$ cat src/rtl/core/sia_pkg.sv
// Shared types, operation codes and a helper function for the SQL integer ALU.
`timescale 1ns / 1ps
package sia_pkg;

    // Operation codes
    localparam logic [4:0] FN_ADD    = 5'd0;
    localparam logic [4:0] FN_SUB    = 5'd1;
    localparam logic [4:0] FN_MUL    = 5'd2;
    localparam logic [4:0] FN_DIV    = 5'd3;
    localparam logic [4:0] FN_MOD    = 5'd4;
    localparam logic [4:0] FN_NEG    = 5'd5;
    localparam logic [4:0] FN_ABS    = 5'd6;
    localparam logic [4:0] FN_INC    = 5'd7;
    localparam logic [4:0] FN_CMP    = 5'd8;
    localparam logic [4:0] FN_EQ     = 5'd9;
    localparam logic [4:0] FN_NE     = 5'd10;
    localparam logic [4:0] FN_LT     = 5'd11;
    localparam logic [4:0] FN_LE     = 5'd12;
    localparam logic [4:0] FN_GT     = 5'd13;
    localparam logic [4:0] FN_GE     = 5'd14;
    localparam logic [4:0] FN_WIDEN  = 5'd15;
    localparam logic [4:0] FN_NARROW = 5'd16;

    // Width codes
    localparam logic [1:0] W_16  = 2'd0;
    localparam logic [1:0] W_32  = 2'd1;
    localparam logic [1:0] W_64  = 2'd2;
    localparam logic [1:0] W_BAD = 2'd3;

    // Status codes
    localparam logic [1:0] ST_OK     = 2'd0;
    localparam logic [1:0] ST_DIV0   = 2'd1;
    localparam logic [1:0] ST_RANGE  = 2'd2;
    localparam logic [1:0] ST_UNSUPP = 2'd3;

    // Back-end work kinds
    localparam logic [1:0] K_SIMPLE = 2'd0;
    localparam logic [1:0] K_MUL    = 2'd1;
    localparam logic [1:0] K_DIV    = 2'd2;
    localparam logic [1:0] K_MOD    = 2'd3;

    localparam int DATA_W     = 64;
    localparam int DIV_STEPS  = DATA_W;
    localparam int FIFO_DEPTH = 2;

    // Range accepted by the 32-to-16 narrow
    localparam logic signed [63:0] NARROW_LO = -64'sd32768;
    localparam logic signed [63:0] NARROW_HI = 64'sd32767;

    // Classified item handed from front to back
    typedef struct packed {
        logic [1:0]  kind;
        logic [1:0]  wsel;
        logic [1:0]  status;
        logic [63:0] value;
        logic [63:0] a;
        logic [63:0] b;
    } front_item_t;

    // Sign-extend the low 16 or 32 bits, or pass 64 bits through
    function automatic logic [63:0] sext_w(input logic [63:0] x, input logic [1:0] wsel);
        logic [63:0] r;
        unique case (wsel)
            W_16:    r = {{48{x[15]}}, x[15:0]};
            W_32:    r = {{32{x[31]}}, x[31:0]};
            default: r = x;
        endcase
        return r;
    endfunction

endpackage

$ cat src/rtl/core/sia_fifo.sv
// Two-entry queue between the front end and the execution pipeline.
`timescale 1ns / 1ps
module sia_fifo
    import sia_pkg::*;
(
    input  logic        aclk,
    input  logic        aresetn,
    input  logic        push_valid,
    output logic        push_ready,
    input  front_item_t push_item,
    output logic        pop_valid,
    input  logic        pop_ready,
    output front_item_t pop_item
);

    localparam int PTR_W = $clog2(FIFO_DEPTH);

    front_item_t            mem_reg [FIFO_DEPTH];
    logic [PTR_W-1:0]       wr_ptr_reg, rd_ptr_reg;
    logic [PTR_W:0]         count_reg;
    logic                   push, pop;

    assign push_ready = (count_reg != FIFO_DEPTH[PTR_W:0]);
    assign pop_valid  = (count_reg != '0);
    assign pop_item   = mem_reg[rd_ptr_reg];
    assign push       = push_valid && push_ready;
    assign pop        = pop_valid && pop_ready;

    // Pointers and fill count
    always_ff @(posedge aclk) begin
        if (!aresetn) begin
            wr_ptr_reg <= '0;
            rd_ptr_reg <= '0;
            count_reg  <= '0;
        end else begin
            if (push) begin
                wr_ptr_reg <= wr_ptr_reg + 1'b1;
            end
            if (pop) begin
                rd_ptr_reg <= rd_ptr_reg + 1'b1;
            end
            if (push && !pop) begin
                count_reg <= count_reg + 1'b1;
            end else if (pop && !push) begin
                count_reg <= count_reg - 1'b1;
            end
        end
    end

    always_ff @(posedge aclk) begin
        if (push) begin
            mem_reg[wr_ptr_reg] <= push_item;
        end
    end

endmodule

$ cat config.mk
export PLATFORM = sky130hd
export DESIGN_NAME = sia_fifo
export DESIGN_NICKNAME = d
export VERILOG_FILES = /design/src/rtl/core/sia_pkg.sv /design/src/rtl/core/sia_fifo.sv
export SDC_FILE = /design/constraint.sdc
export NUM_CORES = 1
export LEC_CHECK = 0
export ABC_AREA = 1
export BUFFER_PORTS_ARGS = -buffer_cell sky130_fd_sc_hd__buf_2
export CAP_MARGIN = 15
export CORE_AREA = 2 2 194 196
export DETAILED_ROUTE_END_ITERATION = 6
export DIE_AREA = 0 0 196 198
export HOLD_SLACK_MARGIN = 0.08
export PLACE_DENSITY = 0.65
export SLEW_MARGIN = 40
export SYNTH_ARGS = -nofsm -noshare
export SYNTH_HDL_FRONTEND = slang
export SYNTH_SLANG_ARGS = --single-unit
$ cat constraint.sdc
create_clock -name aclk -period 35.7 [get_ports aclk]
set_input_delay 7.14 -clock aclk [delete_from_list [all_inputs] [get_ports aclk]]
set_output_delay 7.14 -clock aclk [all_outputs]
set_load 0.02 [all_outputs]
-- Word-level counts from Yosys, hierarchy flattened
Memory sizes are Yosys's and may differ from the RTL's. A register that Yosys moved wholly into a read port is not among the register bits.
Cells that the tools add are included.
- $add $sub $neg: 4
- multipliers: 0
- div/mod/pow operators: 0
- $lt $le $gt $ge: 0
- eq/ne operators: 1
- shift operators: 0
- muxes and demuxes: 6
- bitwise logic cells: 0
- reductions and logical operators: 8
- operators with widths (operator ; count):
    $logic_and 1x1->1 ; 4
    $mux 1 ; 4
    $mux 2 ; 2
    $reduce_bool 2->1 ; 2
    $add 1x1->1 const B ; 2
    $add 2x1->2 const B ; 1
    $logic_not 1->1 ; 2
    $ne 2x2->1 const B ; 1
    $sub 2x1->2 const B ; 1
- register bits: 4
- bits in latches: 0
- memory bits (writable): 396
- memory bits (read-only): 0
- output and inout bits: 200
- logic and storage cells: 23
- memories: 1
- memory list (name ; depth ; width ; read ports ; clocked after memory_dff ; write ports ; RTL line ; RTL):
    mem_reg ; 2 ; 198 ; 1 ; 1 ; 1 ; sia_fifo.sv:18 ; front_item_t mem_reg [FIFO_DEPTH];

-- Depth between registers and ports, before layout
Gate-level depths: netlist (run 1).
- depth in word-level cells: 6
- mapped depth: 11
- mapped depth without buffers: 11

-- Worst setup path after synthesis (run 1)
Ideal clock, no wire load.
- path kind: input-to-reg
- start point: input port push_valid
- end point: memory mem_reg[0][0] (netlist name), enable pin
- library setup time: 760 ps
- data arrival time: 15446 ps
- slack: 19494 ps
- stages on the path: 2
- path buffers: 0
- cell sequence: nand2_1 nor2_1
- word-level cells in the longest chain between the ends: 3
- RTL lines (what ; RTL line ; RTL):
    start, declared ; sia_fifo.sv:8 ; input logic push_valid,
    $logic_and 1x1->1 ; sia_fifo.sv:26 ; assign push = push_valid && push_ready;
    $mux 1 ; sia_fifo.sv:51 ; if (push) begin
    $mux 1 (not written as such) ; sia_fifo.sv:52 ; mem_reg[wr_ptr_reg] <= push_item;
    end, declared ; sia_fifo.sv:18 ;
No other way between the ends.

==> run_results.csv, run 1 <==
group,metric,value,unit
status,status,"complete, no violations",
timing,setup_viol,0,
critical_path,cpPeakStageDelay,0.76,ns
drt,drt_pass1_iterations,4,
timing,relSlewSlack,46.39,%
placed_design,hpwl,19770,µm
drt,ant_nets,0,
power,pwr-share-clk,30.6,%
placed_design,numPortBuffers,401,
layout,final_nets,1290,
grt,grt_pass1_wl,42900,µm
drt,drt_wl_total,29310,µm
timing,hold_viol,0,
critical_path,startpoint_type,"register",
clocking,ctsResizeCount,0,
power,seq_power_share,44.2,%
layout,largest_reg_flops,396,
placed_design,gp_congestion,0.7454,
drt,vias,7488,
grt,grt_max_degree,139,
timing,rsz0062_at_grt,"false",
clocking,clockRootBuffer,"clkbuf_16",
timing,report.final.slew_viol_count,0,
run,cap_violations,0,
drt,wl_per_cell,18.37,µm
power,power_density,73.52,nW/µm²
logic_synthesis,ys_seq_area_share,80.24,%
timing,layout_min_cycle_time,10.33,ns
clocking,ctsHoldBuffers,0,
logic_synthesis,synth.avg_cell_area,22.89,µm²
timing,tns,0,ns
grt,antenna_found_initial,4,
logic_synthesis,synth_cell_types,15,
drt,first_iter_violations,289,
logic_synthesis,syn_nets,856,
power,power.switching,391.6,µW
layout,drive_gt1_share,59.82,%
critical_path,cp-end-kind,"output port",
floorplanning,initial_core_util,40.44,%
power,total_leakage_power,7.213,nW
clocking,clk_latency,0.54,ns
floorplanning,io_pins,402,
layout,area_delta_synth_final,26.24,%
timing,tightestPinTransition,0.8041,ns
grt,grt_use_total,14.57,%
critical_path,worstPathRequired,28.56,ns
clocking,h-tree-depth,2,
critical_path,path_max_fanout,67,
power,combPwrFrac,25.2,%
hold_path,hold_class,"reg2reg",
critical_path,arrival,3.19,ns
floorplanning,core_area,36960,µm²
clocking,clk_path_buf_depth,3,
floorplanning,rows,71,
power,total_power,1.387,mW
floorplanning,dieArea,38810,µm²
drt,via_per_inst,4.695,
timing,timing.final.crit_share,28.94,%
grt,grt_pass1_vias,7649,
timing,finClkSkew,0.01253,ns
floorplanning,die_y,198,µm
clocking,cts_setup_buffers,0,
logic_synthesis,yosysWarnings,0,
critical_path,cp_cell_sequence,"buf_6, buf_4, mux2_2, buf_2",
floorplanning,die_x,196,µm
timing,hold_ws,0.5066,ns
logic_synthesis,synth_area,14940,µm²
clocking,cts_buffers,42,
logic_synthesis,synthCells,653,
power,sw_frac_of_total,28.23,%
timing,max_freq,96.78,MHz
drt,remaining_drc_errors,0,
critical_path,reg2reg_setup_slack,33.17,ns
clocking,clock_sinks,401,
logic_synthesis,synth_seq_cells,401,
clocking,clk_pin_slew_worst_paths,0.05,ns
layout,nFillCells,3074,
power,vdd_ir_drop_max,0.00004391,V
clocking,cts_tree,"done",
power,internal-power,995.4,µW
grt,overflow,0,
critical_path,worstSetupPathType,"reg2out",
critical_path,cp_slowest_cell,"buf_4",
## cell type report
type | count | area [µm²] | area share (%)
diodes | 1 | 2.502 | 0.01326
clock buffers | 61 | 1206 | 6.393
clock inverters | 16 | 158.9 | 0.8423
inverters | 8 | 30.03 | 0.1592
multi-input cells | 222 | 2734 | 14.49
flip-flops and latches | 401 | 12000 | 63.58
well taps | 474 | 593.1 | 3.144
repair buffers | 412 | 2146 | 11.37
## layer usage
metal | vias up | GRT usage, % | part of all wire (%)
met2 | 290 | 24.50 | 50
met5 | - | 0 | 0.092
li1 | 3472 | - | -
met4 | 4 | 5.219 | 2.4
met1 | 3672 | 16.90 | 39
met3 | 50 | 5.910 | 9.0
## Yosys cell counts
cell type / count / area share (%)
edfxtp_1: 396 / 80
mux2_4: 101 / 10
mux2_2: 97 / 7.3
buf_6: 15 / 1.1
nand2_1: 9 / 0.23
inv_1: 8 / 0.20
nor2_1: 8 / 0.20
buf_2: 7 / 0.23
dfxtp_1: 5 / 0.67
o21ai_0: 2 / 0.067
a21oi_1: 1 / 0.033
ha_1: 1 / 0.084
nand3_1: 1 / 0.033
nand4_1: 1 / 0.042
o21a_1: 1 / 0.050
## power groups by stage
stage | logic, mW | registers [mW] | clock network [mW]
after floorplan | 0.253 | 0.639 | 0
after global routing | 0.372 | 0.619 | 0.455
after detailed placement | 0.355 | 0.624 | 0
final | 0.350 | 0.613 | 0.424
after global placement | 0.351 | 0.622 | 0
after CTS | 0.356 | 0.614 | 0.439
## kinds of logic after synthesis
family / share of synthesized area [%]
AOI/OAI and AO/OA: 0.1507
muxes: 17.46
and+or+nand+nor: 0.5023
adders and majority gates: 0.08371
DFF: 80.24
buffers and inverters: 1.566
## worst paths after layout
check,cells past startpoint,endpoint,startpoint
setup reg to reg,6,mem_reg[0][132],count_reg[0]
hold reg to reg,2,rd_ptr_reg,rd_ptr_reg
setup / recovery,4,pop_item[45],register
hold / removal,2,rd_ptr_reg,rd_ptr_reg
## placed cells by master, fill, tap and decap left out, types with 4 or more instances in the layout
cell type / n
edfxtp_1: 396
mux2_2: 97
clkbuf_16: 45
clkbuf_1: 14
buf_4: 5
clkinv_1: 6
buf_2: 401
inv_1: 8
mux2_4: 101
dfxtp_1: 4
nor2_1: 6
nand2_1: 9
## per-stage QoR
| step | cell area (µm²) | setup WS [ns] | instances | util, % |
|---|---|---|---|---|
| after floorplan | 14940 | 19.49 | 653 | - |
| after global placement | 17440 | 25.72 | 1515 | 47.19 |
| after detailed placement | 17470 | 25.91 | 1516 | 47.26 |
| after CTS | 18830 | 25.30 | 1593 | 50.96 |
| after global routing | 18870 | 25.19 | 1595 | 51.05 |
| final | 18870 | 25.37 | 1595 | 51.05 |
## critical path, delay by kind of cell, from the launching register on
kind	cells	cell delay [ns]
buffers and inverters	3	1.54
flip-flops	1	0.56
multiplexers	1	0.42
Note: power is estimated with default switching activity, not from simulation.
==> run 2, diff against run 1 <==
==> constraint.sdc (replaced) <==
create_clock -name aclk -period 10.8 [get_ports aclk]
set_input_delay 2.16 -clock aclk [delete_from_list [all_inputs] [get_ports aclk]]
set_output_delay 2.16 -clock aclk [all_outputs]
set_load 0.02 [all_outputs]
==> run 2 against run 1 <==
Effect of this change:
- via count is 1.2% higher
- setup slack lost 20 ns
- sequential cell count did not move
- worst hold slack improved by 0.012 ns
- final cell count rose by 0.38%
- sequential power grew to 3.3 times the previous value
- sequential share of layout area fell by 0.10 points
- total power rose to 3.3 times the previous value
==> run_results.csv, run 2 (synthesis results as in run 1) <==
group,metric,value,unit
timing,report.final.slew_viol_count,0,
run,cap_violations,0,
timing,timing.final.crit_share,48.89,%
placed_design,numPortBuffers,401,
critical_path,worstSetupPathType,"reg2out",
floorplanning,io_pins,402,
floorplanning,rows,71,
power,vdd_ir_drop_max,0.0001568,V
clocking,cts_setup_buffers,0,
grt,grt_max_degree,137,
layout,final_cell_mix,"buf_2 (401), edfxtp_1 (396), mux2_4 (101)",
timing,relSlewSlack,46.68,%
drt,remaining_drc_errors,0,
grt,grt_pass1_vias,7893,
drt,wl_per_cell,19.18,µm
grt,overflow,0,
clocking,ctsResizeCount,0,
clocking,ctsHoldBuffers,0,
power,combPwrFrac,25.3,%
power,total_power,4.571,mW
power,power_density,241.9,nW/µm²
clocking,clk_pin_slew_worst_paths,0.06,ns
power,seq_power_share,44.6,%
power,internal-power,3.256,mW
layout,stdcell_count,1601,
timing,rsz0062_at_grt,"false",
drt,via_per_inst,4.733,
power,pwr-share-clk,30.1,%
timing,finClkSkew,0.01625,ns
layout,drive_gt1_share,60.54,%
layout,post-route-util,51.13,%
grt,grt_use_total,15.43,%
layout,final_common_cell,"buf_2",
critical_path,startpoint_type,"register",
clocking,cts_tree,"done",
timing,hold_viol,0,
clocking,cts_buffers,42,
drt,first_iter_violations,287,
status,status,"complete, no violations",
clocking,clk_path_buf_depth,3,
drt,drt_wl_total,30710,µm
clocking,h-tree-depth,2,
power,power.switching,1.316,mW
floorplanning,initial_core_util,40.44,%
placed_design,gp_congestion,0.7785,
floorplanning,core_area,36960,µm²
timing,tightestPinTransition,0.7998,ns
placed_design,hpwl,21080,µm
floorplanning,dieArea,38810,µm²
timing,layout_min_cycle_time,5.280,ns
layout,final_cell_area,18900,µm²
timing,final.setup.worst_slack,5.520,ns
drt,vias,7577,
floorplanning,die_y,198,µm
clocking,clockRootBuffer,"clkbuf_16",
drt,drt_pass1_iterations,4,
floorplanning,die_x,196,µm
critical_path,path_max_fanout,64,
placed_design,post_dp_cell_area,17510,µm²
power,total_leakage_power,7.242,nW
timing,hold_ws,0.5190,ns
grt,grt_pass1_wl,44920,µm
timing,max_freq,189.4,MHz
critical_path,arrival,3.12,ns
placed_design,placedCellCount,1517,
timing,tns,0,ns
layout,largest_reg_flops,396,
clocking,clk_latency,0.55,ns
hold_path,hold_class,"reg2reg",
placed_design,dp_slack,5.837,ns
layout,final_nets,1291,
clocking,clock_sinks,401,
critical_path,worstPathRequired,8.64,ns
power,sw_frac_of_total,28.78,%
layout,area_delta_synth_final,26.44,%
drt,ant_nets,0,
grt,antenna_found_initial,9,
timing,setup_viol,0,
critical_path,cp-end-kind,"output port",
## run 2: cell count changes in the layout (fill, tap and decap cells not counted), moves of 3 or more
cell / change
clkinv_2: +10
buf_4: -3
clkbuf_1: -7
diode_2: +6
## run 2: per-layer routing
layer  track usage, %  share of wire, %  vias to the layer above
met5                0              0.15                        -
met4            7.183               3.2                        6
met3            5.382               8.6                       64
met2            25.73                50                      293
met1            17.98                38                     3729
li1                 -                 -                     3485
## run 2: final timing paths
| check | startpoint | endpoint | slack [ns] | depth (start not counted) |
|---|---|---|---|---|
| hold reg to reg | rd_ptr_reg | rd_ptr_reg | 0.52 | 2 |
| setup reg to reg | count_reg[0] | mem_reg[0][61] | 8.64 | 6 |
| setup / recovery | register | pop_item[8] | 5.52 | 4 |
| hold / removal | rd_ptr_reg | rd_ptr_reg | 0.52 | 2 |
## run 2: layout make-up
type	count	area, µm²
diodes	7	17.52
clock buffers	52	1152
clock inverters	24	177.7
fillers	3040	18060
inverters	8	30.03
multi-input cells	222	2734
flip-flops and latches	401	12000
well taps	474	593.1
repair buffers	413	2196
## run 2: worst max-delay path: stages, from the launching register on
cell     delay (ns)
dfxtp_4        0.73
buf_6          0.56
buf_6          0.59
mux2_2         0.40
buf_2          0.16
## run 2: power by group through the flow
| stage | clock network (mW) | registers (mW) | logic [mW] |
|---|---|---|---|
| floorplan | 0 | 2.11 | 0.835 |
| global placement | 0 | 2.07 | 1.15 |
| detailed placement | 0 | 2.08 | 1.16 |
| CTS | 1.42 | 2.05 | 1.17 |
| global route | 1.48 | 2.06 | 1.23 |
| finish | 1.38 | 2.04 | 1.15 |
==> run 3, diff against run 2 <==
--- a/config.mk
+++ b/config.mk
@@ -5,14 +5,14 @@
 export SDC_FILE = /design/constraint.sdc
 export NUM_CORES = 1
 export LEC_CHECK = 0
-export ABC_AREA = 1
+export ABC_AREA = 0
 export BUFFER_PORTS_ARGS = -buffer_cell sky130_fd_sc_hd__buf_2
 export CAP_MARGIN = 15
-export CORE_AREA = 2 2 194 196
+export CORE_AREA = 2 2 195 197
 export DETAILED_ROUTE_END_ITERATION = 6
-export DIE_AREA = 0 0 196 198
+export DIE_AREA = 0 0 197 199
 export HOLD_SLACK_MARGIN = 0.08
-export PLACE_DENSITY = 0.65
+export PLACE_DENSITY = 0.67
 export SLEW_MARGIN = 40
 export SYNTH_ARGS = -nofsm -noshare
 export SYNTH_HDL_FRONTEND = slang
==> constraint.sdc (replaced) <==
create_clock -name aclk -period 4.7 [get_ports aclk]
set_input_delay 0.94 -clock aclk [delete_from_list [all_inputs] [get_ports aclk]]
set_output_delay 0.94 -clock aclk [all_outputs]
set_load 0.02 [all_outputs]
==> run 3 against run 2 <==
Effect of this change:
- sequential share of layout area up 0.10 points
- final cell count down 0.75%
- count of clock-buffer cells in the layout up 3
- utilization down 0.33 points
- global-route usage down 0.55 points
- first-iteration DRC count down 20%
- non-clock buffer count up 8
- clock skew down 0.0024 ns
- critical endpoint is now pop_item[196]
- largest cell class unchanged
- largest power group unchanged
==> run_results.csv, run 3 <==
group,metric,value,unit
logic_synthesis,yosysMostFrequentCell,"edfxtp_1",
logic_synthesis,synth_xor_area_share,0.1754,%
layout,area_delta_synth_final,25.93,%
power,power_density,559.2,nW/µm²
logic_synthesis,yosysWarnings,0,
grt,antenna_found_initial,10,
grt,grt_use_total,14.87,%
hold_path,hold_start,"push_item[128]",
power,pwr-share-clk,28.0,%
drt,wl_per_cell,19.02,µm
drt,ant_nets,0,
timing,hold_viol,0,
power,total_leakage_power,7.196,nW
clocking,ctsResizeCount,0,
power,internal-power,7.466,mW
timing,timing.final.crit_share,70.09,%
drt,first_iter_violations,229,
critical_path,crit_family,"flip-flops",
clocking,cts_tree,"done",
clocking,h-tree-depth,2,
power,seq_power_share,43.9,%
drt,via_per_inst,4.726,
logic_synthesis,synth_top_area_share,79.38,%
logic_synthesis,synth.avg_cell_area,23.41,µm²
power,sw_frac_of_total,29.23,%
logic_synthesis,synth_seq_cells,401,
floorplanning,core_area,37130,µm²
critical_path,r2r_start,"count_reg[0]",
logic_synthesis,syn_nets,843,
status,status,"complete, no violations",
clocking,ctsHoldBuffers,0,
grt,overflow,0,
logic_synthesis,ys.flop_type,"edfxtp_1",
timing,layout_min_cycle_time,3.294,ns
logic_synthesis,synth_top_area_cell,"edfxtp_1",
logic_synthesis,synthSimpleGateAreaFrac,0.4343,%
logic_synthesis,ys_seq_area_share,80.05,%
layout,stdcell_count,1589,
critical_path,startpoint_type,"register",
clocking,clk_pin_slew_worst_paths,0.06,ns
hold_path,hold_class,"in2reg",
critical_path,worstSetupPathType,"reg2out",
logic_synthesis,synth_mux_area_share,17.64,%
run,cap_violations,0,
timing,rsz0062_at_grt,"false",
floorplanning,rows,71,
power,power.switching,3.084,mW
power,combPwrFrac,28.1,%
layout,final_nets,1285,
critical_path,cp_cell_sequence,"buf_4, mux2_2, buf_2",
logic_synthesis,synth_top_family_by_area,"multiplexers",
timing,relSlewSlack,46.15,%
drt,vias,7509,
clocking,cts_setup_buffers,0,
timing,max_freq,303.6,MHz
critical_path,critical_path_buf_inv_count,2,
critical_path,cp-end-kind,"output port",
layout,final_common_cell,"buf_2",
placed_design,hpwl,20930,µm
floorplanning,die_y,199,µm
drt,drt_wl_total,30220,µm
clocking,clockRootBuffer,"clkbuf_16",
critical_path,path_max_fanout,43,
floorplanning,initial_core_util,40.34,%
placed_design,gp_congestion,0.7307,
floorplanning,dieArea,39200,µm²
logic_synthesis,synth_edf_count,396,
logic_synthesis,synth_cell_types,21,
critical_path,cp_slowest_cell,"dfxtp_4",
clocking,clk_path_buf_depth,3,
drt,remaining_drc_errors,0,
floorplanning,die_x,197,µm
timing,tns,0,ns
layout,drive_gt1_share,60.72,%
clocking,clock_sinks,401,
clocking,cts_buffers,41,
timing,report.final.slew_viol_count,0,
power,vdd_ir_drop_max,0.0003169,V
layout,final_cell_mix,"buf_2 (401), edfxtp_1 (396), mux2_4 (110)",
timing,finClkSkew,0.01387,ns
logic_synthesis,synth_compound_area_share,0.2339,%
logic_synthesis,async_flop_share,0,%
floorplanning,io_pins,402,
placed_design,numPortBuffers,401,
critical_path,arrival,2.35,ns
timing,tightestPinTransition,0.8077,ns
logic_synthesis,synthCells,640,
layout,largest_reg_flops,396,
critical_path,reg2reg_setup_slack,2.57,ns
critical_path,cpPeakStageDelay,0.87,ns
logic_synthesis,synth_area_leaders,"edfxtp_1 (79%), mux2_4 (11%), mux2_2 (6.6%), buf_6 (1.1%), dfxtp_1 (0.67%)",
drt,drt_pass1_iterations,4,
logic_synthesis,synthAdderAreaFrac,0.08352,%
grt,grt_pass1_vias,7654,
logic_synthesis,synth_area,14980,µm²
placed_design,placedCellCount,1513,
logic_synthesis,synth.top_cells.by_count,"edfxtp_1 (396), mux2_4 (110), mux2_2 (88), buf_6 (15), buf_2 (7)",
clocking,clk_latency,0.54,ns
grt,grt_pass1_wl,43500,µm
grt,grt_max_degree,82,
critical_path,worstPathRequired,3.76,ns
timing,setup_viol,0,
## run 3: cell count changes in the layout (fill, tap and decap cells not counted), sizes merged, moves of 3 or more
cell | previous run | this run
and2 | 0 | 4
inv | 10 | 0
nor2 | 8 | 0
clkbuf | 52 | 55
nand2 | 9 | 0
clkinv | 19 | 13
buf | 413 | 421
## run 3: final timing paths
check | to | depth (start not counted)
worst max-delay path | pop_item[196] | 3
worst min-delay path | mem_reg[0][128] | 1
worst max register to register | mem_reg[0][155] | 5
worst min register to register | count_reg[1] | 2
## run 3: layer usage
layer,wire length (µm),vias to the layer above,GRT usage (%)
li1,-,3446,-
met1,11710,3695,16.92
met2,14720,293,24.62
met3,2861,65,6.104
met4,860,10,6.767
met5,69,-,0
## run 3: power groups by stage
stage                     registers, mW  logic [mW]  clock network (mW)
after global placement             4.69        2.98                   0
after floorplan                    4.67        2.15                   0
after CTS                          4.64        3.02                3.06
after global routing               4.68        3.15                3.17
after detailed placement           4.72        3.01                   0
final                              4.63        2.96                2.95
## run 3: cells by family (layout without fill, tap and decap cells)
group | Yosys count | count (layout)
fa+ha+maj | 1 | 1
flops | 401 | 401
compound gates | 5 | 5
other cells | 0 | 5
buf+inv | 23 | 493
simple gates | 9 | 9
mux | 198 | 198
xor+xnor | 3 | 3
## run 3: per-stage QoR
stage | hold WS, ns | cell area (µm²) | worst slack [ns] | power [mW] | util, %
2_1_floorplan | 0.5124 | 14990 | 0.2882 | 6.820 | -
3_3_place_gp | 0.5363 | 17610 | 1.816 | 7.674 | 47.43
3_5_place_dp | 0.5786 | 17650 | 1.895 | 7.727 | 47.54
4_1_cts | 0.5379 | 18850 | 1.299 | 10.72 | 50.77
5_1_grt | 0.5491 | 18860 | 1.262 | 11.00 | 50.79
6_report | 0.5882 | 18870 | 1.406 | 10.55 | 50.81
## run 3: final cells by class
| type | instances | area [µm²] |
|---|---|---|
| Multi-Input combinational cell | 216 | 2786 |
| Inverter | 1 | 7.507 |
| Clock buffer | 55 | 1079 |
| Antenna cell | 5 | 12.51 |
| Timing Repair Buffer | 421 | 2270 |
| Tap cell | 474 | 593.1 |
| Clock inverter | 16 | 122.6 |
| Sequential cell | 401 | 12000 |
| Fill cell | 3095 | 18270 |
